### src/design/smrf_pkg.sv
package smrf_pkg;

  // Default sizing
  localparam int DEF_FIFO_DEPTH = 16;
  localparam int DEF_ID_BYTES   = 7;

  // Command codes
  localparam logic [1:0] CMD_MOTION = 2'd0;
  localparam logic [1:0] CMD_MODEM  = 2'd1;
  localparam logic [1:0] CMD_READ   = 2'd2;

  // Byte position inside a three-byte motion frame
  localparam logic [1:0] PH_HEAD = 2'd0;
  localparam logic [1:0] PH_X    = 2'd1;
  localparam logic [1:0] PH_Y    = 2'd2;

  // Modem line pattern with DTR and RTS both set
  localparam logic [1:0] LINES_BOTH = 2'b11;

  localparam logic [7:0] FRAME_SYNC = 8'h40;
  localparam logic [7:0] ID_CHAR    = 8'h4D;

  // One stored motion frame; the head byte is rebuilt on the way out
  typedef struct packed {
    logic       left;
    logic       right;
    logic [6:0] x;
    logic [6:0] y;
  } frame_t;

  // Result of one item, minus the level
  typedef struct packed {
    logic [7:0] read_data;
    logic       taken;
  } res_t;

  // Byte of a frame at the given position
  function automatic logic [7:0] frame_byte(input frame_t f, input logic [1:0] ph);
    logic [7:0] b;
    case (ph)
      PH_HEAD: b = FRAME_SYNC | {2'b00, f.left, f.right, f.y[6], f.y[6], f.x[6], f.x[6]};
      PH_X:    b = {2'b00, f.x[5:0]};
      PH_Y:    b = {2'b00, f.y[5:0]};
      default: b = 8'h00;
    endcase
    return b;
  endfunction

endpackage

### src/design/smrf_frame_ram.sv
module smrf_frame_ram #(
  parameter int Depth = 6,
  parameter int AddrW = 3
) (
  input  logic                  clk,
  input  logic                  rst_n,
  input  logic                  we,
  input  logic [AddrW-1:0]      waddr,
  input  smrf_pkg::frame_t      wdata,
  input  logic [AddrW-1:0]      raddr,
  output smrf_pkg::frame_t      rdata
);
  import smrf_pkg::*;

  frame_t mem [Depth];
  frame_t rd_q_r;
  frame_t wdata_r;
  logic   fwd_r;

  // Write port
  always_ff @(posedge clk) begin
    if (we) begin
      mem[waddr] <= wdata;
    end
  end

  // Registered read, plus the frame written to the same entry in that cycle
  always_ff @(posedge clk) begin
    rd_q_r  <= mem[raddr];
    wdata_r <= wdata;
  end

  always_ff @(posedge clk) begin
    if (!rst_n) begin
      fwd_r <= 1'b0;
    end else begin
      fwd_r <= we && (waddr == raddr);
    end
  end

  assign rdata = fwd_r ? wdata_r : rd_q_r;

endmodule

### src/design/smrf_ctrl.sv
module smrf_ctrl #(
  parameter int FIFO_DEPTH = smrf_pkg::DEF_FIFO_DEPTH,
  parameter int ID_BYTES   = smrf_pkg::DEF_ID_BYTES,
  parameter int FrameDepth = (FIFO_DEPTH + 2) / 3,
  parameter int AddrW      = $clog2(FrameDepth),
  parameter int CntW       = $clog2(FIFO_DEPTH + 1)
) (
  input  logic                  clk,
  input  logic                  rst_n,
  input  logic                  accept,
  input  logic [1:0]            cmd,
  input  logic signed [6:0]     x_move,
  input  logic signed [6:0]     y_move,
  input  logic [2:0]            button_bits,
  input  logic [1:0]            modem_lines,
  input  smrf_pkg::frame_t      head_frame,
  output logic                  ram_we,
  output logic [AddrW-1:0]      ram_waddr,
  output smrf_pkg::frame_t      ram_wdata,
  output logic [AddrW-1:0]      ram_raddr,
  output smrf_pkg::res_t        res,
  output logic [CntW-1:0]       level
);
  import smrf_pkg::*;

  localparam int IdN = (ID_BYTES < FIFO_DEPTH) ? ID_BYTES : FIFO_DEPTH;
  localparam int IdW = $clog2(IdN + 1);

  logic [AddrW-1:0] rp_r, rp_nxt;
  logic [AddrW-1:0] wp_r, wp_nxt;
  logic [CntW-1:0]  count_r, count_nxt;
  logic [IdW-1:0]   id_left_r, id_left_nxt;
  logic [1:0]       phase_r, phase_nxt;
  logic [2:0]       last_btn_r, last_btn_nxt;
  logic [1:0]       last_lines_r, last_lines_nxt;
  logic             news;
  logic             room;

  function automatic logic [AddrW-1:0] ptr_inc(input logic [AddrW-1:0] p);
    return (p == AddrW'(FrameDepth - 1)) ? '0 : p + 1'b1;
  endfunction

  assign news = (x_move != 7'sd0) || (y_move != 7'sd0) || (button_bits != last_btn_r);
  assign room = (count_r <= CntW'(FIFO_DEPTH - 3));

  assign ram_wdata = '{left:  button_bits[0],
                       right: button_bits[1],
                       x:     $unsigned(x_move),
                       y:     $unsigned(y_move)};
  assign ram_waddr = wp_r;
  assign ram_raddr = rp_nxt;

  // Decode the item and work out the next state
  always_comb begin
    rp_nxt         = rp_r;
    wp_nxt         = wp_r;
    count_nxt      = count_r;
    id_left_nxt    = id_left_r;
    phase_nxt      = phase_r;
    last_btn_nxt   = last_btn_r;
    last_lines_nxt = last_lines_r;
    ram_we         = 1'b0;
    res            = '{read_data: 8'h00, taken: 1'b0};
    if (accept) begin
      case (cmd)
        CMD_MOTION: begin
          if (news && room) begin
            ram_we       = 1'b1;
            wp_nxt       = ptr_inc(wp_r);
            count_nxt    = count_r + CntW'(3);
            last_btn_nxt = button_bits;
            res.taken    = 1'b1;
          end
        end
        CMD_MODEM: begin
          // Joint rise of DTR and RTS: flush and queue the ID bytes
          if (modem_lines == LINES_BOTH && last_lines_r != LINES_BOTH) begin
            rp_nxt      = wp_r;
            count_nxt   = CntW'(IdN);
            id_left_nxt = IdW'(IdN);
            phase_nxt   = PH_HEAD;
          end
          last_lines_nxt = modem_lines;
        end
        CMD_READ: begin
          if (count_r != '0) begin
            count_nxt = count_r - 1'b1;
            if (id_left_r != '0) begin
              res.read_data = ID_CHAR;
              id_left_nxt   = id_left_r - 1'b1;
            end else begin
              res.read_data = frame_byte(head_frame, phase_r);
              // Advance to the next frame after its last byte
              if (phase_r == PH_Y) begin
                phase_nxt = PH_HEAD;
                rp_nxt    = ptr_inc(rp_r);
              end else begin
                phase_nxt = phase_r + 1'b1;
              end
            end
          end
        end
        default: begin
        end
      endcase
    end
  end

  assign level = count_nxt;

  always_ff @(posedge clk) begin
    if (!rst_n) begin
      rp_r         <= '0;
      wp_r         <= '0;
      count_r      <= '0;
      id_left_r    <= '0;
      phase_r      <= PH_HEAD;
      last_btn_r   <= '0;
      last_lines_r <= '0;
    end else begin
      rp_r         <= rp_nxt;
      wp_r         <= wp_nxt;
      count_r      <= count_nxt;
      id_left_r    <= id_left_nxt;
      phase_r      <= phase_nxt;
      last_btn_r   <= last_btn_nxt;
      last_lines_r <= last_lines_nxt;
    end
  end

endmodule

### src/design/serial_mouse_report_fifo.sv
// Serial mouse transmit side with its receive byte queue. One command is
// taken every clock cycle and its result shows on the output register in the
// next cycle; the block keeps taking commands while a result waits, as long
// as out_ready frees the register. Motion frames are kept as one compact
// record per frame in a single-port-write, registered-read frame memory of
// ceil(FIFO_DEPTH/3) entries; the head record is prefetched every cycle and a
// write to the entry being prefetched is forwarded, so a read right after a
// report sees its bytes. Identification bytes are never stored: a counter
// serves them ahead of any frames. There is no clearing pass after reset.
module serial_mouse_report_fifo #(
  parameter int FIFO_DEPTH = smrf_pkg::DEF_FIFO_DEPTH,
  parameter int ID_BYTES   = smrf_pkg::DEF_ID_BYTES
) (
  input  logic                                 clk,
  input  logic                                 rst_n,
  input  logic                                 in_valid,
  output logic                                 in_ready,
  input  logic [1:0]                           in_cmd,
  input  logic signed [6:0]                    in_x_move,
  input  logic signed [6:0]                    in_y_move,
  input  logic [2:0]                           in_button_bits,
  input  logic [1:0]                           in_modem_lines,
  output logic                                 out_valid,
  input  logic                                 out_ready,
  output logic [7:0]                           out_read_data,
  output logic                                 out_has_data,
  output logic [$clog2(FIFO_DEPTH + 1)-1:0]    out_fifo_level,
  output logic                                 out_report_taken
);
  import smrf_pkg::*;

  localparam int FrameDepth = (FIFO_DEPTH + 2) / 3;
  localparam int AddrW      = $clog2(FrameDepth);
  localparam int CntW       = $clog2(FIFO_DEPTH + 1);

  logic             accept;
  logic             ram_we;
  logic [AddrW-1:0] ram_waddr;
  logic [AddrW-1:0] ram_raddr;
  frame_t           ram_wdata;
  frame_t           head_frame;
  res_t             res;
  logic [CntW-1:0]  level;

  logic             out_valid_r;
  logic [7:0]       read_data_r;
  logic [CntW-1:0]  level_r;
  logic             taken_r;

  // Take a new transfer whenever the output register is free or draining
  assign in_ready = !out_valid_r || out_ready;
  assign accept   = in_valid && in_ready;

  smrf_ctrl #(
    .FIFO_DEPTH (FIFO_DEPTH),
    .ID_BYTES   (ID_BYTES),
    .FrameDepth (FrameDepth),
    .AddrW      (AddrW),
    .CntW       (CntW)
  ) u_ctrl (
    .clk         (clk),
    .rst_n       (rst_n),
    .accept      (accept),
    .cmd         (in_cmd),
    .x_move      (in_x_move),
    .y_move      (in_y_move),
    .button_bits (in_button_bits),
    .modem_lines (in_modem_lines),
    .head_frame  (head_frame),
    .ram_we      (ram_we),
    .ram_waddr   (ram_waddr),
    .ram_wdata   (ram_wdata),
    .ram_raddr   (ram_raddr),
    .res         (res),
    .level       (level)
  );

  smrf_frame_ram #(
    .Depth (FrameDepth),
    .AddrW (AddrW)
  ) u_ram (
    .clk   (clk),
    .rst_n (rst_n),
    .we    (ram_we),
    .waddr (ram_waddr),
    .wdata (ram_wdata),
    .raddr (ram_raddr),
    .rdata (head_frame)
  );

  // Hold the result until the transfer completes
  always_ff @(posedge clk) begin
    if (!rst_n) begin
      out_valid_r <= 1'b0;
    end else begin
      out_valid_r <= accept || (out_valid_r && !out_ready);
    end
  end

  always_ff @(posedge clk) begin
    if (accept) begin
      read_data_r <= res.read_data;
      level_r     <= level;
      taken_r     <= res.taken;
    end
  end

  assign out_valid        = out_valid_r;
  assign out_read_data    = read_data_r;
  assign out_fifo_level   = level_r;
  assign out_has_data     = (level_r != '0);
  assign out_report_taken = taken_r;

endmodule

### config.mk
export PLATFORM = sky130hd
export DESIGN_NAME = serial_mouse_report_fifo
export DESIGN_NICKNAME = d
export VERILOG_FILES = /design/src/design/smrf_pkg.sv /design/src/design/smrf_frame_ram.sv /design/src/design/smrf_ctrl.sv /design/src/design/serial_mouse_report_fifo.sv
export SDC_FILE = /design/constraint.sdc
export NUM_CORES = 1
export LEC_CHECK = 0
export BUFFER_PORTS_ARGS = -buffer_cell sky130_fd_sc_hd__buf_2
export CAP_MARGIN = 20
export CORE_UTILIZATION = 35
export DETAILED_ROUTE_END_ITERATION = 16
export PLACE_DENSITY = 0.62
export SLEW_MARGIN = 20
export SYNTH_ARGS = -nofsm -noshare
export SYNTH_HDL_FRONTEND = slang
export SYNTH_SLANG_ARGS = --single-unit
export TNS_END_PERCENT = 1
### constraint.sdc
create_clock -name clk -period 9.2 [get_ports clk]
set_input_delay 0.46 -clock clk [delete_from_list [all_inputs] [get_ports clk]]
set_output_delay 0.46 -clock clk [all_outputs]
set_load 0.01 [all_outputs]
# --- Word-level counts from Yosys, hierarchy flattened ---
# Memories as Yosys holds them, arrays and structs flattened. A register that Yosys moved wholly into a read port is not among the register bits.
# Index checks and enable logic that the tools add are counted.
op_classes:
  reduce_logical: 25
  add_sub_neg: 6
  eq_ne: 14
  mul: 0
  magnitude_cmp: 1
  n_mux: 30
  bitwise: 2
  div_mod_pow: 0
  shifts: 0
op_table:
  columns: ["operator", "n"]
  rows:
  - ["$mux 3", 10]
  - ["$pmux 7 s3", 1]
  - ["$mux 5", 4]
  - ["$mux 16", 1]
  - ["$pmux 5 s3", 1]
  - ["$reduce_bool 7->1", 2]
  - ["$pmux 3 s2", 2]
  - ["$reduce_and 5->1", 2]
  - ["$reduce_bool 5->1", 2]
  - ["$mux 2", 4]
  - ["$mux 7", 1]
  - ["$add 3x1->3 const B", 2]
  - ["$eq 2x2->1 const B", 3]
  - ["$eq 3x3->1 const B", 2]
  - ["$ne 2x1->1 const B", 3]
  - ["$add 5x2->5 const B", 1]
  - ["$le 5x4->1 const B", 1]
  - ["$logic_and 1x1->1", 5]
  - ["$mux 1", 5]
  - ["$sub 5x1->5 const B", 1]
  - ["$eq 2x1->1 const B", 2]
  - ["$logic_not 2->1", 2]
  - ["$logic_or 1x1->1", 4]
  - ["$ne 2x2->1 const B", 2]
  - ["12 further kinds", 15]
word_totals:
  ram_bits: 96
  out_inout_bits: 17
  rom_bits: 0
  latchBits: 0
  memories: 1
  reg_bits: 53
mem_list:
  columns: ["memory", "depth", "width", "read_ports", "rd_ports_with_merged_regs", "wr", "line_no", "text"]
  rows:
  - ["u_ram.mem", 6, 16, 1, 1, 1, "smrf_frame_ram.sv:15", "frame_t mem [Depth];"]

# --- Depth between registers and ports, before layout ---
# Gate-level depths: netlist of run 1.
logic_depth:
  word_depth: 9
  depth_mapped: 11
  depth_no_buf: 8

# --- Modules after synthesis ---
# A second synthesis of run 1 with hierarchy kept.
unflattened:
  hier_cells: 490
  area_unflattened_um2: 6952.9
modules_own_cells:
  columns: ["module", "n_inst", "area_each_um2", "cells_per_inst"]
  rows:
  - ["smrf_frame_ram", 1, 4621.9, 218]
  - ["smrf_ctrl", 1, 1840.5, 250]
  - ["serial_mouse_report_fifo", 1, 490.5, 22]

# --- Worst setup path after synthesis of run 1 ---
# No wires, ideal clock.
synth_path:
  kind: "input-to-reg"
  startpoint: "input port in_valid"
  endpoint: "memory u_ram.mem[4][0] (netlist bit), enable pin"
  t_arrival_ps: 3551
  setup_slack_ps: 5212
  setup_time_ps: 436
  required_ps: 8764
  cell_stages: 4
  cell_sequence: "inv_1 nor2_1 nand2_1 nor4b_1"
synth_via:
  elab_chain_len: 4
synth_lines:
  columns: ["item", "line_no", "text"]
  rows:
  - ["start: declaration", "serial_mouse_report_fifo.sv:16", "input logic in_valid,"]
  - ["$logic_and 1x1->1", "serial_mouse_report_fifo.sv:52", "assign accept = in_valid && in_ready;"]
  - ["named net accept", "serial_mouse_report_fifo.sv:36", "logic accept;"]
  - ["$mux 1", "smrf_ctrl.sv:64", "if (accept) begin"]
  - ["$mux 1", "smrf_frame_ram.sv:22", "if (we) begin"]
  - ["$mux 1 (implied by the code)", "smrf_frame_ram.sv:23", "mem[waddr] <= wdata;"]
  - ["end: declaration", "smrf_frame_ram.sv:15", null]
# The timed path passes the listed nets, and every way through them passes these cells.

# --- Final worst setup path of run 1 ---
layout_path:
  startpoint: "register u_ctrl.count_r[0]"
  endpoint: "register u_ram.rd_q_r[15] (netlist name)"
layout_via:
  elab_chain_len: 4
layout_lines:
  columns: ["item", "line_no", "text"]
  rows:
  - ["start: declaration", "smrf_ctrl.sv:31", "logic [CntW-1:0] count_r, count_nxt;"]
  - ["start signal: assignment", "smrf_ctrl.sv:123", "count_r <= count_nxt;"]
  - ["$reduce_bool 5->1", "smrf_ctrl.sv:86", "if (count_r != '0) begin"]
  - ["$mux 3", "smrf_ctrl.sv:86", null]
  - ["$pmux 3 s2", "smrf_ctrl.sv:65", "case (cmd)"]
  - ["$mux 3", "smrf_ctrl.sv:64", null]
# Every way passes these cells.
# A chain may end at the register's enable or synchronous reset.

==> results of run 1 <==
state kept, by name, summed over array words and instances (netlist names), 5 cells and up:
signal and cells:
u_ram.wdata_r 16, u_ram.rd_q_r 16, out_read_data 7, out_fifo_level 5
u_ctrl.count_r 5, u_ram.mem 96
kinds of logic (layout without fill, tap and decap cells):
logic type	after synthesis	count (layout)	synth area share (%)
buffers and inverters	37	93	2.989
adders and majority gates	8	8	1.504
other	1	1	0.05634
muxes	64	64	9.624
xor gates and xnor gates	7	7	0.9211
AOI/OAI and AO/OA	80	80	9.511
DFF	164	164	65.71
and+or+nand+nor	119	119	9.680
power by group through the flow:
stage	Clock [mW]	Combinational (mW)	Sequential, mW
2_1_floorplan	0	0.0466	0.824
3_3_place_gp	0	0.0751	0.825
3_5_place_dp	0	0.0762	0.825
4_1_cts	0.644	0.0764	0.809
5_1_grt	0.679	0.0850	0.811
6_report	0.630	0.0762	0.809
layer usage:
layer | up-vias | part of all wire, % | track usage, %
met2 | 112 | 47 | 23.97
met3 | 23 | 4.5 | 3.795
met1 | 1963 | 46 | 20.18
met5 | - | 0 | 0
li1 | 1922 | - | -
met4 | 0 | 2.2 | 6.767
layout make-up:
class	count	area [um^2]	area share, %
tap	234	292.8	3.833
inverter	13	48.80	0.6388
sequential	164	4374	57.26
clock inverter	12	80.08	1.048
clock buffer	20	446.7	5.848
multi-input combinational	279	2136	27.96
timing repair buffer	48	260.3	3.407
stage by stage:
step	total power [mW]	util [%]	instances	setup WS, ps	area [um^2]
after CTS	1.530	40.93	770	5942	7630
after global routing	1.574	40.97	770	5694	7639
final	1.516	40.97	770	5903	7639
after detailed placement	0.9014	38.10	738	5778	7103
after floorplan	0.8704	-	480	5212	6656
after global placement	0.9001	38.10	738	5803	7103
cell usage in the layout (no fill, tap or decap), drive strengths merged, types with 15 or more instances in the layout:
cell type	synthesis	final
nand2	28	28
inv	13	15
clkbuf	10	20
a222oi	16	16
edfxtp	109	109
dfxtp	55	55
buf	14	48
nor2	25	25
mux2i	64	64
critical path, stage by stage (launching register included):
cell,delay [ps]
dfxtp_1,470
inv_1,100
ha_1,280
or4b_4,290
nand4_1,130
a21boi_1,170
o2bb2ai_2,860
nor2_2,400
a222oi_1,460
worst paths after layout:
| kind | depth (start not counted) | slack (ps) | to | startpoint |
|---|---|---|---|---|
| worst max-delay path | 8 | 5900 | u_ram.rd_q_r[15]$_DFF_P_ | u_ctrl.count_r[0]$_SDFF_PN0_ |
| worst max register to register | 8 | 5900 | u_ram.rd_q_r[15]$_DFF_P_ | u_ctrl.count_r[0]$_SDFF_PN0_ |
| worst min register to register | 2 | 490 | u_ctrl.last_btn_r[2]$_SDFFE_PN0P_ | u_ctrl.last_btn_r[2]$_SDFFE_PN0P_ |
| worst min-delay path | 1 | 230 | u_ram.wdata_r[1]$_DFF_P_ | in_y_move[1] |
==> summary.md, run 1 <==
| Metric | Value |
|---|---|
| Yosys reg bits | `between 150 and 200` |
| Critical path arrival | `3590 ps` |
| Status | `finished clean` |
| Crit end category | `flip-flop` |
| # IOs | `between 40 and 50` |
| Placer Congestion | `0.8202` |
| Die Ht | `~140 um` |
| Slew @ Worst Pin | `1043 ps` |
| Fillers | `between 1500 and 2000` |
| Area Growth Syn to Fin | `14.76%` |
| Worst rel slew slack | `a little under a third` |
| Setup bufs post-CTS | `0` |
| Post-synth EDFFs | `between 100 and 150` |
| Core footprint | `around 0.019 mm^2` |
| TritonCTS clock tree | `yes` |
| RSZ-0062 raised after global routing | `false` |
| Post-CTS sizing | `0` |
| Total GRT Usage | `15.33%` |
| WS Path Type | `flip-flop to flip-flop` |
| Synthesized area | `~0.0067 mm^2` |
| Number of diodes | `0` |
| Synth Flop Type | `edfxtp_1` |
| Max-cap violation count | `0` |
| DR vias | `4020` |
| Min-Delay Path Class | `input pin to flip-flop` |
| Max-slew violations | `0` |
| Share of power burned in registers | `between 50% and 60%` |
| Die ar. | `just under 0.02 mm^2` |
| LEAKAGE | `2.588 nW` |
| Switch Pwr | `336.0 uW` |
| Yosys top cell by area | `edfxtp_1` |
| Post-route ant nets | `0` |
| Final period demand of the worst path | `3297 ps` |
| Max Root-Sink Buffers | `2` |
| Initial Util | `between 30% and 40%` |
| Cell variety after synth | `65` |
| Avg Inst Size Synth | `between 10 and 15 um^2` |
| # setup viols final | `0` |
| Cts hold-fix bufs | `0` |
| DP HPWL | `around 9.2 mm` |
| Port Buf Inserts | `40` |
| Die W | `139.9 um` |
| Hold Vio Cnt, Final | `0` |
| First-pass GRT wire length | `between 20 and 25 mm` |
| Switching share of power | `between 20 and 25%` |
| Worst-path maximum fanout | `19` |
| Number of global-route vias before repair | `slightly above 4000` |
| Final Hold Slack | `approximately 230 ps` |
| Worst Skew | `between 6 and 7 ps` |
| CTS sink cnt | `approximately 160` |
| Initial DRC count | `approximately 340` |
| DRC | `0` |
| Later-pin clock latency in the skew report | `around 420 ps` |
| Depth of the CTS H-tree | `4` |
| Synth top area share | `between 40% and 50%` |
| Synth Instances | `480` |
| Reg clk slew, reported paths | `60 ps` |
| Worst EP required | `about 9500 ps` |
| Fmax | `between 0.3 and 0.4 GHz` |
| Drt wl/cell | `between 15 and 20 um` |
| Count leader, synth | `edfxtp_1` |
| Dominant cells by area after synthesis | `edfxtp_1 (49%), dfxtp_1 (17%), mux2i_1 (9.6%)` |
| Setup TNS | `0 ps` |
| Root Driver | `clkbuf_16` |
| Largest net degree at the start of global routing | `51` |
| Syn_nets | `between 500 and 600` |
| Nets | `about 560` |
| Via density | `roughly 5.2` |
| Combinational share of power | `5.0%` |
| First-pass detailed-route iteration total | `7` |
| Yosys warning count | `0` |
| Peak supply drop | `between 150 and 200 uV` |
| Startpoint Class | `flip-flop` |
| Site Rows | `50` |
| Commonest cells post-synth | `edfxtp_1 (109), mux2i_1 (64), dfxtp_1 (55), nand2_1 (28), nor2_1 (24)` |
| Share of cells above drive strength 1 | `between 15 and 20%` |
| Final period utilization | `a little over a third` |
| Clock Power Share | `a little over two fifths` |
| Initial antenna violation count | `0` |
| CTS buffer count | `17` |
| Final wirelength | `between 10 and 15 mm` |
| Power Internal | `~1.2 mW` |
| Post-synth ARST share | `0%` |
| Sequential fraction of the synthesis area | `between 60% and 70%` |
| Pwr Density | `about 200 mW/mm^2` |
| Grt ovf | `0` |
No activity file was read; power rests on OpenSTA's default activity.
==> run 2: changes to the inputs <==
--- a/config.mk
+++ b/config.mk
@@ -5,6 +5,7 @@
 export SDC_FILE = /design/constraint.sdc
 export NUM_CORES = 1
 export LEC_CHECK = 0
+export ABC_AREA = 1
 export BUFFER_PORTS_ARGS = -buffer_cell sky130_fd_sc_hd__buf_2
 export CAP_MARGIN = 20
 export CORE_UTILIZATION = 35
==> constraint.sdc (replaced) <==
create_clock -name clk -period 3.1 [get_ports clk]
set_input_delay 0.155 -clock clk [delete_from_list [all_inputs] [get_ports clk]]
set_output_delay 0.155 -clock clk [all_outputs]
set_load 0.01 [all_outputs]
==> run 2 against run 1 <==
Effect of this change:
- register-to-register slack lost 5100 ps
- die area grew 8.7%
- worst setup slack lost 5100 ps
- worst hold slack lost 200 ps
- cell count grew 48%
- sequential share of layout area shrank 6.0 points
- synthesized cell count grew 64%
- combinational power grew to 4.0 times the previous value
- power grew to 3.2 times the previous value
==> summary.md, run 2 <==
| Metric | Value |
|---|---|
| Top reg by flops | `u_ram.mem` |
| Die ar. | `0.02128 mm^2 (+8.7%)` |
| Crit path top cell by count | `nand2_1` |
| Site Rows | `52 (+4.0%)` |
| Number of global-route vias before repair | `5173 (+28%)` |
| Pwr Total | `4.916 mW (+220%)` |
| Via density | `4.727 (-9.5%)` |
| Synthesized area | `0.007246 mm^2 (+8.9%)` |
| Setup bufs post-CTS | `0 (unchanged)` |
| Area Growth Syn to Fin | `17.82%` |
| Core Util, Final | `42.19% (+1.2 points)` |
| Initial DRC count | `435 (+30%)` |
| Max-cap violation count | `0 (unchanged)` |
| Largest net degree at the start of global routing | `33 (-35%)` |
| Hold Vio Cnt, Final | `0 (unchanged)` |
| Synth Instances | `788 (+64%)` |
| Post-synth EDFFs | `109 (unchanged)` |
| Core footprint | `0.02023 mm^2 (+8.5%)` |
| Startpoint Class | `flip-flop` |
| Worst EP required | `3420 ps (-6080 ps)` |
| Sequential fraction of the synthesis area | `60.37% (-5.3 points)` |
| Count leader, synth | `nand2_1` |
| Port Buf Inserts | `40 (unchanged)` |
| Syn_nets | `821 (+60%)` |
| Yosys reg bits | `164 (unchanged)` |
| Max Root-Sink Buffers | `2 (unchanged)` |
| Synth Flop Type | `edfxtp_1` |
| Pre-CTS setup slack | `820.6 ps (-4958 ps)` |
| Depth of the CTS H-tree | `4 (unchanged)` |
| Fmax | `0.4275 GHz (+41%)` |
| Status | `finished clean` |
| CP max-delay cell | `nand2_1` |
| Worst-path maximum fanout | `16 (-3)` |
| Peak supply drop | `351.4 uV (+130%)` |
| Crit end category | `flip-flop` |
| Post-route ant nets | `0 (unchanged)` |
| Reg clk slew, reported paths | `60 ps (about the same)` |
| Drt wl/cell | `14.51 um (-20%)` |
| Largest registers | `u_ram.mem: 96 flops, u_ram.rd_q_r: 16 flops, u_ram.wdata_r: 16 flops` |
| Crit path cell chain | `inv_1 -> ha_1 -> nand3_4 -> nand2_1 -> nand2_1 -> nand3_1 -> nand2_1 -> nand3_1 -> nand3_1 -> nand2_1 -> nand2_1 -> nand2_1` |
| DR vias | `5370 (+34%)` |
| Commonest non-fill, non-tap cell in the layout | `nand2_1` |
| Yosys top cell by area | `edfxtp_1` |
| Worst Skew | `7.866 ps (+0.8799 ps)` |
| Synth top area share | `45.17% (-4.0 points)` |
| Slew @ Worst Pin | `784.7 ps (-258.3 ps)` |
| Nets | `886 (+59%)` |
| CTS sink cnt | `164 (unchanged)` |
| Avg Inst Size Synth | `9.195 um^2 (-34%)` |
| Adder-cell area share of the yosys netlist | `1.381% (-0.12 points)` |
| Initial antenna violation count | `0 (unchanged)` |
| Worst rel slew slack | `47.56% (+18 points)` |
| Yosys warning count | `0 (unchanged)` |
| DRC | `0 (unchanged)` |
| # setup viols final | `0 (unchanged)` |
| Root Driver | `clkbuf_16` |
| Post-synth ARST share | `0% (unchanged)` |
| Setup TNS | `0 ps (unchanged)` |
| Die W | `145.9 um (+4.3%)` |
| # IOs | `42 (unchanged)` |
| LEAKAGE | `3.748 nW (+45%)` |
| Simple-Gate Fraction of Synth Area | `23.83% (+14 points)` |
| Final wirelength | `16.49 mm (+18%)` |
| CTS buffer count | `17 (unchanged)` |
| DP HPWL | `11.20 mm (+21%)` |
| Grt ovf | `0 (unchanged)` |
| Share of cells above drive strength 1 | `12.93% (-4.6 points)` |
| RSZ-0062 raised after global routing | `false` |
| Max-slew violations | `0 (unchanged)` |
| Largest register FFs | `96 (unchanged)` |
| Later-pin clock latency in the skew report | `430 ps (about the same)` |
| First-pass detailed-route iteration total | `6 (-1)` |
| Initial Util | `35.81% (+0.10 points)` |
| Final Hold Slack | `28.84 ps (-203.1 ps)` |
| Crit-path max cell delay | `530 ps (-330 ps)` |
| Critical path arrival | `2660 ps (-930 ps)` |
| Die Ht | `145.9 um (+4.3%)` |
| Cell variety after synth | `37 (-43%)` |
| TritonCTS clock tree | `yes` |
| Post-synthesis mux area share | `0% (-9.6 points)` |
| Commonest cells post-synth | `nand2_1 (196), inv_1 (118), edfxtp_1 (109), nand3_1 (102), nor2_1 (66)` |
| Final period utilization | `75.46% (+40 points)` |
| Final period demand of the worst path | `2339 ps (-957.7 ps)` |
| First-pass GRT wire length | `27.29 mm (+22%)` |
| Worst Slack Setup Final | `760.8 ps (-5142 ps)` |
| Placer Congestion | `0.8296 (+1.1%)` |
| Pwr Density | `575.8 mW/mm^2 (+190%)` |
| Largest family of logic cells by synthesized area | `simple AND/OR/NAND/NOR gates` |
| Dominant cells by area after synthesis | `edfxtp_1 (45%), dfxtp_1 (15%), nand2_1 (10%)` |
| Most frequent cells in the layout | `nand2_1 (196), inv_1 (118), edfxtp_1 (109)` |
| Synth Area in XOR/XNOR | `0.1209% (-0.80 points)` |
| Compound-Gate Fraction of Synth Area | `5.560% (-4.0 points)` |
| Total GRT Usage | `16.58% (+1.3 points)` |
| WS Path Type | `flip-flop to flip-flop` |
| Number of diodes | `0 (unchanged)` |
| Min-Delay Path Class | `input pin to flip-flop` |
-- run 2: routing by layer --
metal / global-route usage, % / part of all wire (%) / vias to the layer above
met2: 25.72 / 45 / 157
met3: 3.824 / 5.0 / 24
met5: 0 / 0 / -
met1: 22.62 / 48 / 2496
li1: - / - / 2693
met4: 5.947 / 1.9 / 0
-- run 2: report_power, final --
group / total (mW) / internal, mW / switching, mW
Sequential: 2.41 / 2.38 / 0.0238
Combinational: 0.303 / 0.103 / 0.200
Clock: 2.21 / 1.29 / 0.914
-- run 2: what timing repair did --
| action | in CTS | in global routing |
|---|---|---|
| hold endpoints to repair | 20 | 0 |
| hold buffers | 20 | 0 |
| gates resized for setup | 0 | 0 |
-- run 2: area by class of cell --
class,instances,area (um^2)
fill,1994,11700
sequential,164,4374
multi-input combinational,475,2257
timing repair buffer,71,483.0
inverter,124,467.9
clock buffer,18,429.2
tap,270,337.8
clock inverter,14,187.7
-- run 2: metrics by stage --
step,instance area (um^2),cells
after floorplan,7246,788
after global placement,7720,1084
after detailed placement,7720,1084
after CTS,8537,1136
after global routing,8537,1136
final,8537,1136
-- run 2: worst max-delay path: cells and delay by family (launching register included) --
| kind | cells | cell delay (ps) |
|---|---|---|
| DFF | 1 | 430 |
| buffers and inverters | 1 | 110 |
| and+or+nand+nor | 10 | 1380 |
| adders and majority gates | 1 | 300 |
-- run 2: kinds of logic after synthesis --
kind of cell	after synthesis
and+or+nand+nor	397
DFF	164
buffers and inverters	149
AOI/OAI and AO/OA	68
adders and majority gates	8
xor gates and xnor gates	1
other	1
-- run 2: path summary, 6_finish.rpt --
path | from | end | slack (ps) | cells after the start
setup / recovery | u_ctrl.count_r[0]$_SDFF_PN0_ | u_ram.rd_q_r[10]$_DFF_P_ | 760 | 12
hold / removal | rst_n | u_ctrl.last_btn_r[1]$_SDFFE_PN0P_ | 30 | 3
setup reg to reg | u_ctrl.count_r[0]$_SDFF_PN0_ | u_ram.rd_q_r[10]$_DFF_P_ | 760 | 12
hold reg to reg | u_ctrl.last_lines_r[0]$_SDFFE_PN0P_ | u_ctrl.last_lines_r[0]$_SDFFE_PN0P_ | 470 | 2
